### config.mk
export PLATFORM = sky130hd
export DESIGN_NAME = rational_arith_reduce
export DESIGN_NICKNAME = d
export VERILOG_FILES = /design/src/sv/rar_pkg.sv /design/src/sv/rar_front.sv /design/src/sv/rar_queue.sv /design/src/sv/rar_back.sv /design/src/sv/rational_arith_reduce.sv
export SDC_FILE = /design/constraint.sdc
export NUM_CORES = 2
export LEC_CHECK = 0
export BUFFER_PORTS_ARGS = -buffer_cell sky130_fd_sc_hd__buf_2
export CORE_MARGIN = 2
export CORE_UTILIZATION = 55
export CTS_CLUSTER_DIAMETER = 50
export DETAILED_ROUTE_END_ITERATION = 10
export PLACE_DENSITY = 0.74
export SLEW_MARGIN = 20
export SYNTH_ARGS = -nofsm -noshare
export SYNTH_HDL_FRONTEND = slang
export SYNTH_SLANG_ARGS = --single-unit
### constraint.sdc
create_clock -name clk -period 8.5 [get_ports clk]
set_input_delay 0.85 -clock clk [delete_from_list [all_inputs] [get_ports clk]]
set_output_delay 0.85 -clock clk [all_outputs]
set_load 0.02 [all_outputs]
### src/sv/rar_pkg.sv
// ----------------------------------------------------------------------------
// rar_pkg
// Shared types and constants for the fraction arithmetic and reduction block.
// ----------------------------------------------------------------------------
package rar_pkg;

    localparam int OW = 16;
    localparam int MW = 2 * OW + 1;
    localparam int NUM_W = 33;
    localparam int DEN_W = 31;
    localparam int CW = $clog2(MW + 1);

    typedef enum logic [1:0] {
        ACT_ADD = 2'd0,
        ACT_SUB = 2'd1,
        ACT_MUL = 2'd2,
        ACT_DIV = 2'd3
    } act_t;

    typedef struct packed {
        logic          err;
        logic          neg;
        logic [MW-1:0] num;
        logic [MW-1:0] den;
    } job_t;

    typedef enum logic [2:0] {
        BK_IDLE,
        BK_GCD,
        BK_DIVN,
        BK_DIVD,
        BK_DONE
    } bk_state_t;

endpackage

### src/sv/rar_front.sv
// ----------------------------------------------------------------------------
// rar_front
// Accepts an item, forms the raw numerator and denominator in two stages.
// ----------------------------------------------------------------------------
module rar_front
(
    input  logic                clk,
    input  logic                rst_n,
    input  logic                in_valid,
    output logic                in_ready,
    input  logic [1:0]          action,
    input  logic [rar_pkg::OW-1:0] first_num,
    input  logic [rar_pkg::OW-1:0] first_den,
    input  logic [rar_pkg::OW-1:0] second_num,
    input  logic [rar_pkg::OW-1:0] second_den,
    output logic                job_valid,
    input  logic                job_ready,
    output rar_pkg::job_t       job
);

    localparam int OW = rar_pkg::OW;
    localparam int MW = rar_pkg::MW;

    logic             s1_valid_reg;
    logic             s2_valid_reg;
    logic [1:0]       act_reg;
    logic             bad_reg;
    logic [OW-1:0]    ma_reg, mb_reg, mc_reg, md_reg;
    logic             na_reg, nb_reg, nc_reg, nd_reg;
    logic [2*OW-1:0]  p1_reg, p2_reg, p3_reg;
    logic             pn1_reg, pn2_reg, pn3_reg;
    logic [1:0]       act2_reg;
    logic             bad2_reg;
    logic [OW-1:0]    m1, m2, m3, m4;
    logic [OW-1:0]    x1, x2, x3, x4;
    logic [2*OW-1:0]  q1, q2, q3;
    logic             s1_adv;
    logic             s2_free;
    logic [MW-1:0]    e1, e2, sum;
    logic             sn;

    function automatic logic [OW-1:0] mag(input logic [OW-1:0] v);
        mag = v[OW-1] ? (~v + 1'b1) : v;
    endfunction

    assign m1 = mag(first_num);
    assign m2 = mag(first_den);
    assign m3 = mag(second_num);
    assign m4 = mag(second_den);

    assign s2_free = !s2_valid_reg || job_ready;
    assign s1_adv  = s1_valid_reg && s2_free;
    assign in_ready = !s1_valid_reg || s2_free;

    always_ff @(posedge clk or negedge rst_n)
    begin
        if (!rst_n)
        begin
            s1_valid_reg <= 1'b0;
            s2_valid_reg <= 1'b0;
        end
        else
        begin
            if (in_ready)
                s1_valid_reg <= in_valid;
            if (s2_free)
                s2_valid_reg <= s1_valid_reg;
        end
    end

    always_comb
    begin
        x1 = ma_reg;
        x2 = md_reg;
        x3 = mc_reg;
        x4 = mb_reg;
        unique case (rar_pkg::act_t'(act_reg))
            rar_pkg::ACT_ADD, rar_pkg::ACT_SUB:
            begin
                x1 = ma_reg; x2 = md_reg; x3 = mc_reg; x4 = mb_reg;
            end
            rar_pkg::ACT_MUL:
            begin
                x1 = ma_reg; x2 = mc_reg; x3 = mb_reg; x4 = md_reg;
            end
            rar_pkg::ACT_DIV:
            begin
                x1 = ma_reg; x2 = md_reg; x3 = mb_reg; x4 = mc_reg;
            end
            default:
            begin
                x1 = ma_reg;
            end
        endcase
    end

    assign q1 = x1 * x2;
    assign q2 = x3 * x4;
    assign q3 = mb_reg * md_reg;

    always_ff @(posedge clk)
    begin
        if (in_ready && in_valid)
        begin
            act_reg <= action;
            ma_reg <= m1; mb_reg <= m2; mc_reg <= m3; md_reg <= m4;
            na_reg <= first_num[OW-1]; nb_reg <= first_den[OW-1];
            nc_reg <= second_num[OW-1]; nd_reg <= second_den[OW-1];
            bad_reg <= (m2 == '0) || (m4 == '0) ||
                       ((action == rar_pkg::ACT_DIV) && (m3 == '0));
        end
        if (s1_adv)
        begin
            act2_reg <= act_reg;
            bad2_reg <= bad_reg;
            p1_reg <= q1;
            p2_reg <= q2;
            p3_reg <= q3;
            pn1_reg <= na_reg ^ ((act_reg == rar_pkg::ACT_MUL) ? nc_reg : nd_reg);
            pn2_reg <= (act_reg == rar_pkg::ACT_MUL) ? (nb_reg ^ nd_reg) :
                       (act_reg == rar_pkg::ACT_DIV) ? (nb_reg ^ nc_reg) :
                       (nc_reg ^ nb_reg ^ (act_reg == rar_pkg::ACT_SUB));
            pn3_reg <= nb_reg ^ nd_reg;
        end
    end

    assign e1 = {1'b0, p1_reg};
    assign e2 = {1'b0, p2_reg};

    always_comb
    begin
        sum = '0;
        sn  = 1'b0;
        if (act2_reg == rar_pkg::ACT_ADD || act2_reg == rar_pkg::ACT_SUB)
        begin
            if (pn1_reg == pn2_reg)
            begin
                sum = e1 + e2;
                sn  = pn1_reg;
            end
            else if (e1 >= e2)
            begin
                sum = e1 - e2;
                sn  = pn1_reg;
            end
            else
            begin
                sum = e2 - e1;
                sn  = pn2_reg;
            end
        end
    end

    assign job_valid = s2_valid_reg;

    always_comb
    begin
        job.err = bad2_reg;
        if (act2_reg == rar_pkg::ACT_ADD || act2_reg == rar_pkg::ACT_SUB)
        begin
            job.num = sum;
            job.den = {1'b0, p3_reg};
            job.neg = sn ^ pn3_reg;
        end
        else
        begin
            job.num = e1;
            job.den = e2;
            job.neg = pn1_reg ^ pn2_reg;
        end
    end

endmodule

### src/sv/rar_queue.sv
// ----------------------------------------------------------------------------
// rar_queue
// Two-entry queue between the front and back parts.
// ----------------------------------------------------------------------------
module rar_queue
(
    input  logic          clk,
    input  logic          rst_n,
    input  logic          wr_valid,
    output logic          wr_ready,
    input  rar_pkg::job_t wr_data,
    output logic          rd_valid,
    input  logic          rd_ready,
    output rar_pkg::job_t rd_data
);

    rar_pkg::job_t mem_reg [2];
    logic          wp_reg, rp_reg;
    logic [1:0]    cnt_reg;
    logic          wr, rd;

    assign wr_ready = cnt_reg != 2'd2;
    assign rd_valid = cnt_reg != 2'd0;
    assign wr = wr_valid && wr_ready;
    assign rd = rd_valid && rd_ready;
    assign rd_data = mem_reg[rp_reg];

    always_ff @(posedge clk or negedge rst_n)
    begin
        if (!rst_n)
        begin
            wp_reg  <= 1'b0;
            rp_reg  <= 1'b0;
            cnt_reg <= 2'd0;
        end
        else
        begin
            if (wr)
                wp_reg <= !wp_reg;
            if (rd)
                rp_reg <= !rp_reg;
            cnt_reg <= cnt_reg + {1'b0, wr} - {1'b0, rd};
        end
    end

    always_ff @(posedge clk)
    begin
        if (wr)
            mem_reg[wp_reg] <= wr_data;
    end

endmodule

### src/sv/rar_back.sv
// ----------------------------------------------------------------------------
// rar_back
// Runs Euclid's loop and the two final divisions on one shared bit-serial
// divider, then holds the result until it is taken.
// ----------------------------------------------------------------------------
module rar_back
(
    input  logic                     clk,
    input  logic                     rst_n,
    input  logic                     job_valid,
    output logic                     job_ready,
    input  rar_pkg::job_t            job,
    output logic                     out_valid,
    input  logic                     out_ready,
    output logic [rar_pkg::NUM_W-1:0] res_num,
    output logic [rar_pkg::DEN_W-1:0] res_den,
    output logic                     err
);

    localparam int MW = rar_pkg::MW;
    localparam int CW = rar_pkg::CW;
    localparam int NUM_W_T = rar_pkg::NUM_W;

    rar_pkg::bk_state_t state_reg, state_next;
    logic [MW-1:0] num_reg, den_reg, a_reg, b_reg;
    logic [MW-1:0] dq_reg, dr_reg, dd_reg;
    logic [CW-1:0] cnt_reg;
    logic          busy_reg;
    logic          neg_reg, err_reg;
    logic [NUM_W_T-1:0] rn_reg;
    logic [rar_pkg::DEN_W-1:0] rd_reg;
    logic [MW:0]   trial;
    logic [MW-1:0] rem_sh;
    logic          dstart;
    logic [MW-1:0] dnum, dden;
    logic          ddone;
    logic          take;

    assign rem_sh = {dr_reg[MW-2:0], dq_reg[MW-1]};
    assign trial  = {1'b0, rem_sh} - {1'b0, dd_reg};
    assign ddone  = busy_reg && (cnt_reg == CW'(1));
    assign take   = job_valid && job_ready;

    always_comb
    begin
        state_next = state_reg;
        unique case (state_reg)
            rar_pkg::BK_IDLE:
                if (take)
                    state_next = job.err ? rar_pkg::BK_DONE : rar_pkg::BK_GCD;
            rar_pkg::BK_GCD:
                if (!busy_reg && b_reg == '0)
                    state_next = rar_pkg::BK_DIVN;
            rar_pkg::BK_DIVN:
                if (ddone)
                    state_next = rar_pkg::BK_DIVD;
            rar_pkg::BK_DIVD:
                if (ddone)
                    state_next = rar_pkg::BK_DONE;
            rar_pkg::BK_DONE:
                if (out_ready)
                    state_next = rar_pkg::BK_IDLE;
            default:
                state_next = rar_pkg::BK_IDLE;
        endcase
    end

    always_comb
    begin
        job_ready = 1'b0;
        out_valid = 1'b0;
        dstart    = 1'b0;
        dnum      = a_reg;
        dden      = b_reg;
        unique case (state_reg)
            rar_pkg::BK_IDLE:
                job_ready = 1'b1;
            rar_pkg::BK_GCD:
                dstart = !busy_reg && b_reg != '0;
            rar_pkg::BK_DIVN:
            begin
                dstart = !busy_reg;
                dnum   = num_reg;
                dden   = a_reg;
            end
            rar_pkg::BK_DIVD:
            begin
                dstart = !busy_reg;
                dnum   = den_reg;
                dden   = a_reg;
            end
            rar_pkg::BK_DONE:
                out_valid = 1'b1;
            default:
                job_ready = 1'b0;
        endcase
    end

    always_ff @(posedge clk or negedge rst_n)
    begin
        if (!rst_n)
        begin
            state_reg <= rar_pkg::BK_IDLE;
            busy_reg  <= 1'b0;
            cnt_reg   <= '0;
        end
        else
        begin
            state_reg <= state_next;
            if (dstart)
            begin
                busy_reg <= 1'b1;
                cnt_reg  <= CW'(MW);
            end
            else if (busy_reg)
            begin
                cnt_reg <= cnt_reg - 1'b1;
                if (ddone)
                    busy_reg <= 1'b0;
            end
        end
    end

    always_ff @(posedge clk)
    begin
        if (take)
        begin
            num_reg <= job.num;
            den_reg <= job.den;
            a_reg   <= job.num;
            b_reg   <= job.den;
            neg_reg <= job.neg && job.num != '0;
            err_reg <= job.err;
            rn_reg  <= '0;
            rd_reg  <= '0;
        end
        if (dstart)
        begin
            dq_reg <= dnum;
            dr_reg <= '0;
            dd_reg <= dden;
        end
        else if (busy_reg)
        begin
            dq_reg <= {dq_reg[MW-2:0], !trial[MW]};
            dr_reg <= trial[MW] ? rem_sh : trial[MW-1:0];
        end
        if (ddone)
        begin
            unique case (state_reg)
                rar_pkg::BK_GCD:
                begin
                    a_reg <= b_reg;
                    b_reg <= trial[MW] ? rem_sh : trial[MW-1:0];
                end
                rar_pkg::BK_DIVN:
                    rn_reg <= neg_reg ? (NUM_W_T'(0) - NUM_W_T'({dq_reg[MW-2:0], !trial[MW]}))
                                      : NUM_W_T'({dq_reg[MW-2:0], !trial[MW]});
                rar_pkg::BK_DIVD:
                    rd_reg <= rar_pkg::DEN_W'({dq_reg[MW-2:0], !trial[MW]});
                default:
                    rd_reg <= rd_reg;
            endcase
        end
    end

    assign res_num = rn_reg;
    assign res_den = rd_reg;
    assign err     = err_reg;

endmodule

### src/sv/rational_arith_reduce.sv
// ----------------------------------------------------------------------------
// rational_arith_reduce
// Adds, subtracts, multiplies or divides two signed fractions and reduces
// the result to lowest terms with a positive denominator.
// ----------------------------------------------------------------------------
// Channel  Direction  Contents
// s_axis   in         tdata: action, first_num, first_den, second_num, second_den
// m_axis   out        tdata: res_num, res_den; tuser: err
//
// Each Euclid step is one bit-serial division that loads its operands and then
// shifts out the quotient; the two final divisions run on the same divider, so
// an item's time grows with its number of Euclid steps. Error items skip the
// divisions and go straight to the result.
// The front multiplies while the back reduces; a two-entry queue decouples.
// Reset clears all control state; the back holds its result under stall.
// ----------------------------------------------------------------------------
module rational_arith_reduce
(
    input  logic        clk,
    input  logic        rst_n,
    input  logic        s_axis_tvalid,
    output logic        s_axis_tready,
    input  logic [71:0] s_axis_tdata,  // action, first_num, first_den, second_num, second_den
    output logic        m_axis_tvalid,
    input  logic        m_axis_tready,
    output logic [63:0] m_axis_tdata,  // res_num, res_den
    output logic        m_axis_tuser   // err
);

    logic          f_valid, f_ready, q_valid, q_ready;
    rar_pkg::job_t f_job, q_job;
    logic [rar_pkg::NUM_W-1:0] res_num;
    logic [rar_pkg::DEN_W-1:0] res_den;

    rar_front u_front
    (
        .clk        (clk),
        .rst_n      (rst_n),
        .in_valid   (s_axis_tvalid),
        .in_ready   (s_axis_tready),
        .action     (s_axis_tdata[1:0]),
        .first_num  (s_axis_tdata[17:2]),
        .first_den  (s_axis_tdata[33:18]),
        .second_num (s_axis_tdata[49:34]),
        .second_den (s_axis_tdata[65:50]),
        .job_valid  (f_valid),
        .job_ready  (f_ready),
        .job        (f_job)
    );

    rar_queue u_queue
    (
        .clk      (clk),
        .rst_n    (rst_n),
        .wr_valid (f_valid),
        .wr_ready (f_ready),
        .wr_data  (f_job),
        .rd_valid (q_valid),
        .rd_ready (q_ready),
        .rd_data  (q_job)
    );

    rar_back u_back
    (
        .clk       (clk),
        .rst_n     (rst_n),
        .job_valid (q_valid),
        .job_ready (q_ready),
        .job       (q_job),
        .out_valid (m_axis_tvalid),
        .out_ready (m_axis_tready),
        .res_num   (res_num),
        .res_den   (res_den),
        .err       (m_axis_tuser)
    );

    assign m_axis_tdata = {res_den, res_num};

endmodule

======== Word-level counts from Yosys, hierarchy flattened ========
Memory sizes are Yosys's and may differ from the RTL's.
Index checks and enable logic that the tools add are counted.
Widths: inputs -> output; s select.
operators by class
  $lt $le $gt $ge ......................... 1
  bitwise gates (word level) .............. 10
  reduce and logical (&&, ||, !) cells .... 38
  $add $sub $neg .......................... 12
  multipliers ............................. 3
  eq/ne operators ......................... 18
  muxes and demuxes ....................... 52
operators with widths
  kind                   count
  $mux 33                16
  $mul 16x16->32         3
  $mux 67                1
  $pmux 33 s2            1
  $reduce_bool 33->1     2
  $sub 32x32->33         2
  $add 16x1->16 const B  4
  $mux 16                4
  $not 16->16            4
  $pmux 16 s2            2
  $mux 31                2
  $pmux 31 s2            1
  $logic_not 16->1       3
  $pmux 16 s3            1
  $sub 33x33->34         1
  $add 32x32->33         1
  $logic_not 33->1       1
  $sub 1x33->33 const A  1
  $ge 32x32->1           1
  $mux 3                 6
  $mux 15                1
  $pmux 3 s5             1
  $mux 1                 13
  $mux 6                 2
  other kinds (25)       60
storage, ports and cells
  output and inout port bits .............. 67
  memories ................................ 1
  bits of input ports ..................... 76
  register bits after elaboration ......... 485
  memory bits (writable) .................. 136
  logic and storage cells ................. 173
memories
  memory           depth  width  read ports  clocked after Yosys merged registers in  write ports  RTL line         text
  u_queue.mem_reg  2      68     1           0                                        1            rar_queue.sv:17  rar_pkg::job_t mem_reg [2];

======== Logic depth before layout (Yosys ltp) ========
  depth in word-level cells ............... 6
  depth in mapped cells ................... 29
  mapped depth without buffers ............ 26

======== Cells and area by module ========
From an unflattened synthesis, not the netlist that was laid out.
second synthesis, totals
  cell total of the unflattened synthesis .. 6184
  area total of the unflattened synthesis .. 58482.3 sq um
by module, submodules not included
  module     seq. area each (sq um)  cells each  area each (sq um)  times used
  rar_front  5215.0                  4284        38074.0            1
  rar_back   7827.5                  1666        15239.6            1
  rar_queue  4184.0                  234         5168.7             1

======== Least setup slack after synthesis ========
OpenSTA, ideal clock, no wires.
  kind .................................... reg2reg
  start point ............................. register u_front.act_reg[0]
  end point ............................... register u_front.p1_reg[31] (data pin)
  period minus slack after synthesis ...... 7.497 ns
  data required time ...................... 8.232 ns
  data arrival time ....................... 7.230 ns
  cell stages (with the launch flop) ...... 28
  library setup time ...................... 0.268 ns
  buffers on the path ..................... 4
  slack ................................... 1.003 ns
  cell sequence ........................... edfxtp_1 > clkbuf_1 > nand2b_1 > clkbuf_1 > buf_1 > mux2_2 > clkbuf_1 > nand2_1 > fa_1 > inv_1 > fa_1 > inv_1 > fa_1 > inv_1 > fa_1 > fa_1 > inv_1 > fa_1 > inv_1 > ha_1 > a21o_1 > a21o_1 > a22o_1 > or2_2 > a21oi_1 > o221ai_1 > o41ai_1 > xnor2_1
on the way
  longest elaborated chain between the ends .. 4
  elaborated cells between the ends (all ways) .. 7
  those cells by class .................... mul: 1; eq/ne: 3; mux: 1; reduce/logical: 2
RTL lines
  element                             RTL line          text
  start: declaration                  rar_front.sv:26   logic [1:0] act_reg;
  start signal: assignment            rar_front.sv:105  act_reg <= action;
  $eq 2x1->1 (tied with other cells)  rar_front.sv:77   unique case (rar_pkg::act_t'(act_reg))
  $reduce_or 3->1 (no line)           -
  $pmux 16 s2 (*)                     rar_front.sv:77
  $mul 16x16->32 (*)                  rar_front.sv:97   assign q1 = x1 * x2;
  via u_front.q1[31]                  rar_front.sv:36   logic [2*OW-1:0] q1, q2, q3;
  end signal: assignment              rar_front.sv:116  p1_reg <= q1;
  end: declaration                    rar_front.sv:30   logic [2*OW-1:0] p1_reg, p2_reg, p3_reg;
The timed path passes the listed nets; every way through them passes the cells marked *.
A chain may end at the register's enable or synchronous reset.

======== Worst setup path after layout ========
  start point ............................. register u_front.md_reg[4]
  end point ............................... register u_front.p2_reg[30] (data pin)
on the way
  longest elaborated chain between the ends .. 2
RTL lines
  element                   RTL line          text
  start: declaration        rar_front.sv:28   logic [OW-1:0] ma_reg, mb_reg, mc_reg, md_reg;
  start signal: assignment  rar_front.sv:106  ma_reg <= m1; mb_reg <= m2; mc_reg <= m3; md_reg <= m4;
  $pmux 16 s3               rar_front.sv:77
  $mul 16x16->32            rar_front.sv:98   assign q2 = x3 * x4;
  via u_front.q2[30]        rar_front.sv:36
  end signal: assignment    rar_front.sv:117  p2_reg <= q2;
  end: declaration          rar_front.sv:30
The timed path passes the listed nets, and every way through them passes these cells.

==> flow_metrics.py <==
metrics = {
    "outcome": {
        "status": "finished clean",
    },
    "logic_synthesis": {
        "synth.most_common_cell": "inv_1",
        "netlist_instances": 6158,
        "synth_area_um2": 58500,
        "syn_nets": 7271,
        "ys_types": 94,
        "async_flop_share_pct": 2.59,
        "synth_edf_count": 470,
        "yosys_warnings": 0,
        "avgSynthCellArea_um2": 9.50,
        "synthTopCellsByCount": "888 x inv_1, 849 x nand2_1, 586 x fa_1, 470 x edfxtp_1, 451 x ha_1",
        "yosys.area.top_type": "edfxtp_1",
        "synth_top_area_share_pct": 24.1,
        "ys_ff_latch": 617,
        "synth.area.top_cells": "edfxtp_1 24%, fa_1 20%, ha_1 9.7%",
        "synth.yosys.seq_area_share_pct": 29.3,
        "synthFlopType": "edfxtp_1",
    },
    "timing": {
        "tightest_slew_ns": 1.03,
        "final.min_clock_period_ns": 7.55,
        "setup_viol": 0,
        "fin_crit_sh_pct": 88.9,
        "fin_skew_ns": 0.0443,
        "hold_viol": 0,
        "setup_tns_ns": 0,
        "relSlewSlack_pct": 31.6,
        "maxSlewViolCount": 0,
        "fmaxAchievable_mhz": 132,
        "rsz0062_at_grt": "no",
    },
    "floorplanning": {
        "num_rows": 119,
        "die_area_um2": 109000,
        "die_w_um": 330,
        "ios": 143,
        "die_h_um": 330,
        "core_area_um2": 105000,
        "start_util_pct": 55.5,
    },
    "clock_network": {
        "holdBufCountCts": 0,
        "cts_buffers": 76,
        "clk_pin_slew_ns": 0.06,
        "htree_levels": 3,
        "worstSkewPairLatency_ns": 0.68,
        "clock_path_buffers": 3,
        "cts.repair.resized": 0,
        "cts.sink_count": 617,
        "cts_tree": "built",
        "cts_root_buffer": "clkbuf_16",
        "post_cts_buffers": 0,
    },
    "grt": {
        "grt_util_met2_pct": 47.4,
        "gr-usage-met1_pct": 39.6,
        "grt_max_degree": 102,
        "first_global_vias": 44500,
        "met3_usage_pct": 4.67,
        "grt_pass1_wl_um": 249000,
        "antenna_found_initial": 0,
        "grt.total_usage_pct": 29.4,
        "top_usage_layer": "met2",
        "overflow": 0,
    },
    "finish": {
        "largest_reg_flops": 134,
        "antenna_cells": 0,
        "fin_nets": 7278,
        "drive_above_1_share_pct": 8.11,
        "area_growth_pct": 7.85,
    },
    "worst_setup_path": {
        "critical_path_arrival_ns": 7.98,
        "crit_fanout": 18,
        "path_buf_inv": 3,
        "setup.worst_path.start_class": "register",
        "path_delay_family": "adder cells",
        "cp_cell_sequence": "mux2i_1 -> a21oi_1 -> nand2_1 -> fa_1 -> fa_1 -> fa_1 -> inv_1 -> fa_1 -> fa_1 -> inv_1 -> fa_1 -> inv_1 -> ha_1 -> and3_1 -> and2_1 -> a21oi_1 -> o21ai_0 -> a31o_2 -> nand3_1 -> a31oi_1 -> a211oi_1 -> a21oi_1 -> xor2_1",
        "crit_path_frequent_cell": "fa_1",
        "worst_ep_required_time_ns": 8.92,
        "max_stage_delay_ns": 0.90,
        "path_class": "register to register",
        "endpoint_kind": "register",
        "cpMaxStageDelayCell": "edfxtp_1",
    },
    "detailed_routing": {
        "drcViolationCount": 0,
        "via_count": 44088,
        "wl_um": 158000,
        "dr.pass1.iters": 7,
        "drt_iter0_markers": 4261,
        "wl_per_cell_um": 20.7,
        "drt.antenna.violating_nets": 0,
        "via_per_inst": 5.79,
    },
    "placement": {
        "portBuffers": 136,
        "gp_congestion": 0.999,
        "hpwl_um": 121000,
    },
    "hold_path": {
        "hold_class": "input pin to async pin",
    },
    "run": {
        "cap_violations": 0,
    },
}
final cells by class:
type	instances	area (um^2)
Tap cell	1391	1740
Multi-Input combinational cell	4365	37000
Inverter	890	3350
Clock buffer	99	2020
Timing Repair Buffer	215	1310
Fill cell	8903	42400
Sequential cell	617	17100
Clock inverter	39	538
cell usage in the layout, fill, tap and decap left out, drive strengths merged, types with 16 or more instances in the layout:
cell / n
a211oi: 32
a21o: 79
a21oi: 278
a31oi: 31
and2: 233
buf: 215
clkbuf: 99
clkinv: 19
dfrtp: 16
dfxtp: 131
edfxtp: 470
fa: 586
ha: 451
inv: 901
mux2: 121
mux2i: 190
nand2: 849
nand2b: 32
nand3: 100
nand4: 30
nor2: 332
nor2b: 16
nor3: 56
nor4: 41
o211ai: 20
o21a: 23
o21ai: 352
o21bai: 35
o31ai: 37
or2: 16
or3: 33
or4: 19
xnor2: 147
xor2: 88
stage by stage:
stage	util [%]	std cells	setup WS, ns	area (um^2)	hold WS, ns
floorplan	-	6158	1.00	58500	0.400
global placement	57.4	7476	1.08	60500	0.431
detailed placement	57.4	7477	1.06	60500	0.436
CTS	59.8	7615	1.03	63000	0.0989
global route	59.8	7616	0.616	63100	0.139
finish	59.8	7616	0.945	63100	0.122
per-layer routing:
| layer | share of wire, % | vias up |
|---|---|---|
| li1 | - | 20363 |
| met1 | 42 | 21641 |
| met2 | 46 | 1745 |
| met3 | 7.4 | 339 |
| met4 | 4.9 | 0 |
| met5 | 0 | - |
kinds of logic after synthesis:
| logic type | Yosys count | share of synthesized area [%] |
|---|---|---|
| DFF | 617 | 29.3 |
| xor gates and xnor gates | 235 | 3.52 |
| adders and majority gates | 1037 | 29.7 |
| AOI/OAI and AO/OA | 991 | 10.3 |
| muxes | 311 | 5.58 |
| buffers and inverters | 1176 | 7.61 |
| and+or+nand+nor | 1791 | 13.9 |
worst paths after layout:
path                                             start                            end  slack (ns)  cells past startpoint
min in group clk                       s_axis_tdata[2]    u_front.ma_reg[0]$_DFFE_PP_        0.40                      1
hold reg to reg              u_front.bad_reg$_DFFE_PP_     u_front.bad2_reg$_DFFE_PP_        0.41                      0
setup reg to reg           u_front.md_reg[4]$_DFFE_PP_   u_front.p2_reg[30]$_DFFE_PP_        0.95                     23
max in group asynchronous                        rst_n     u_queue.rp_reg$_DFFE_PN0P_        8.02                      1
hold / removal                                   rst_n  u_back.cnt_reg[1]$_DFFE_PN0P_        0.12                      1
setup / recovery           u_front.md_reg[4]$_DFFE_PP_   u_front.p2_reg[30]$_DFFE_PP_        0.95                     23
Power is not shown: default switching activity piles up to over one toggle a cycle in this logic, so the estimate is an artifact.
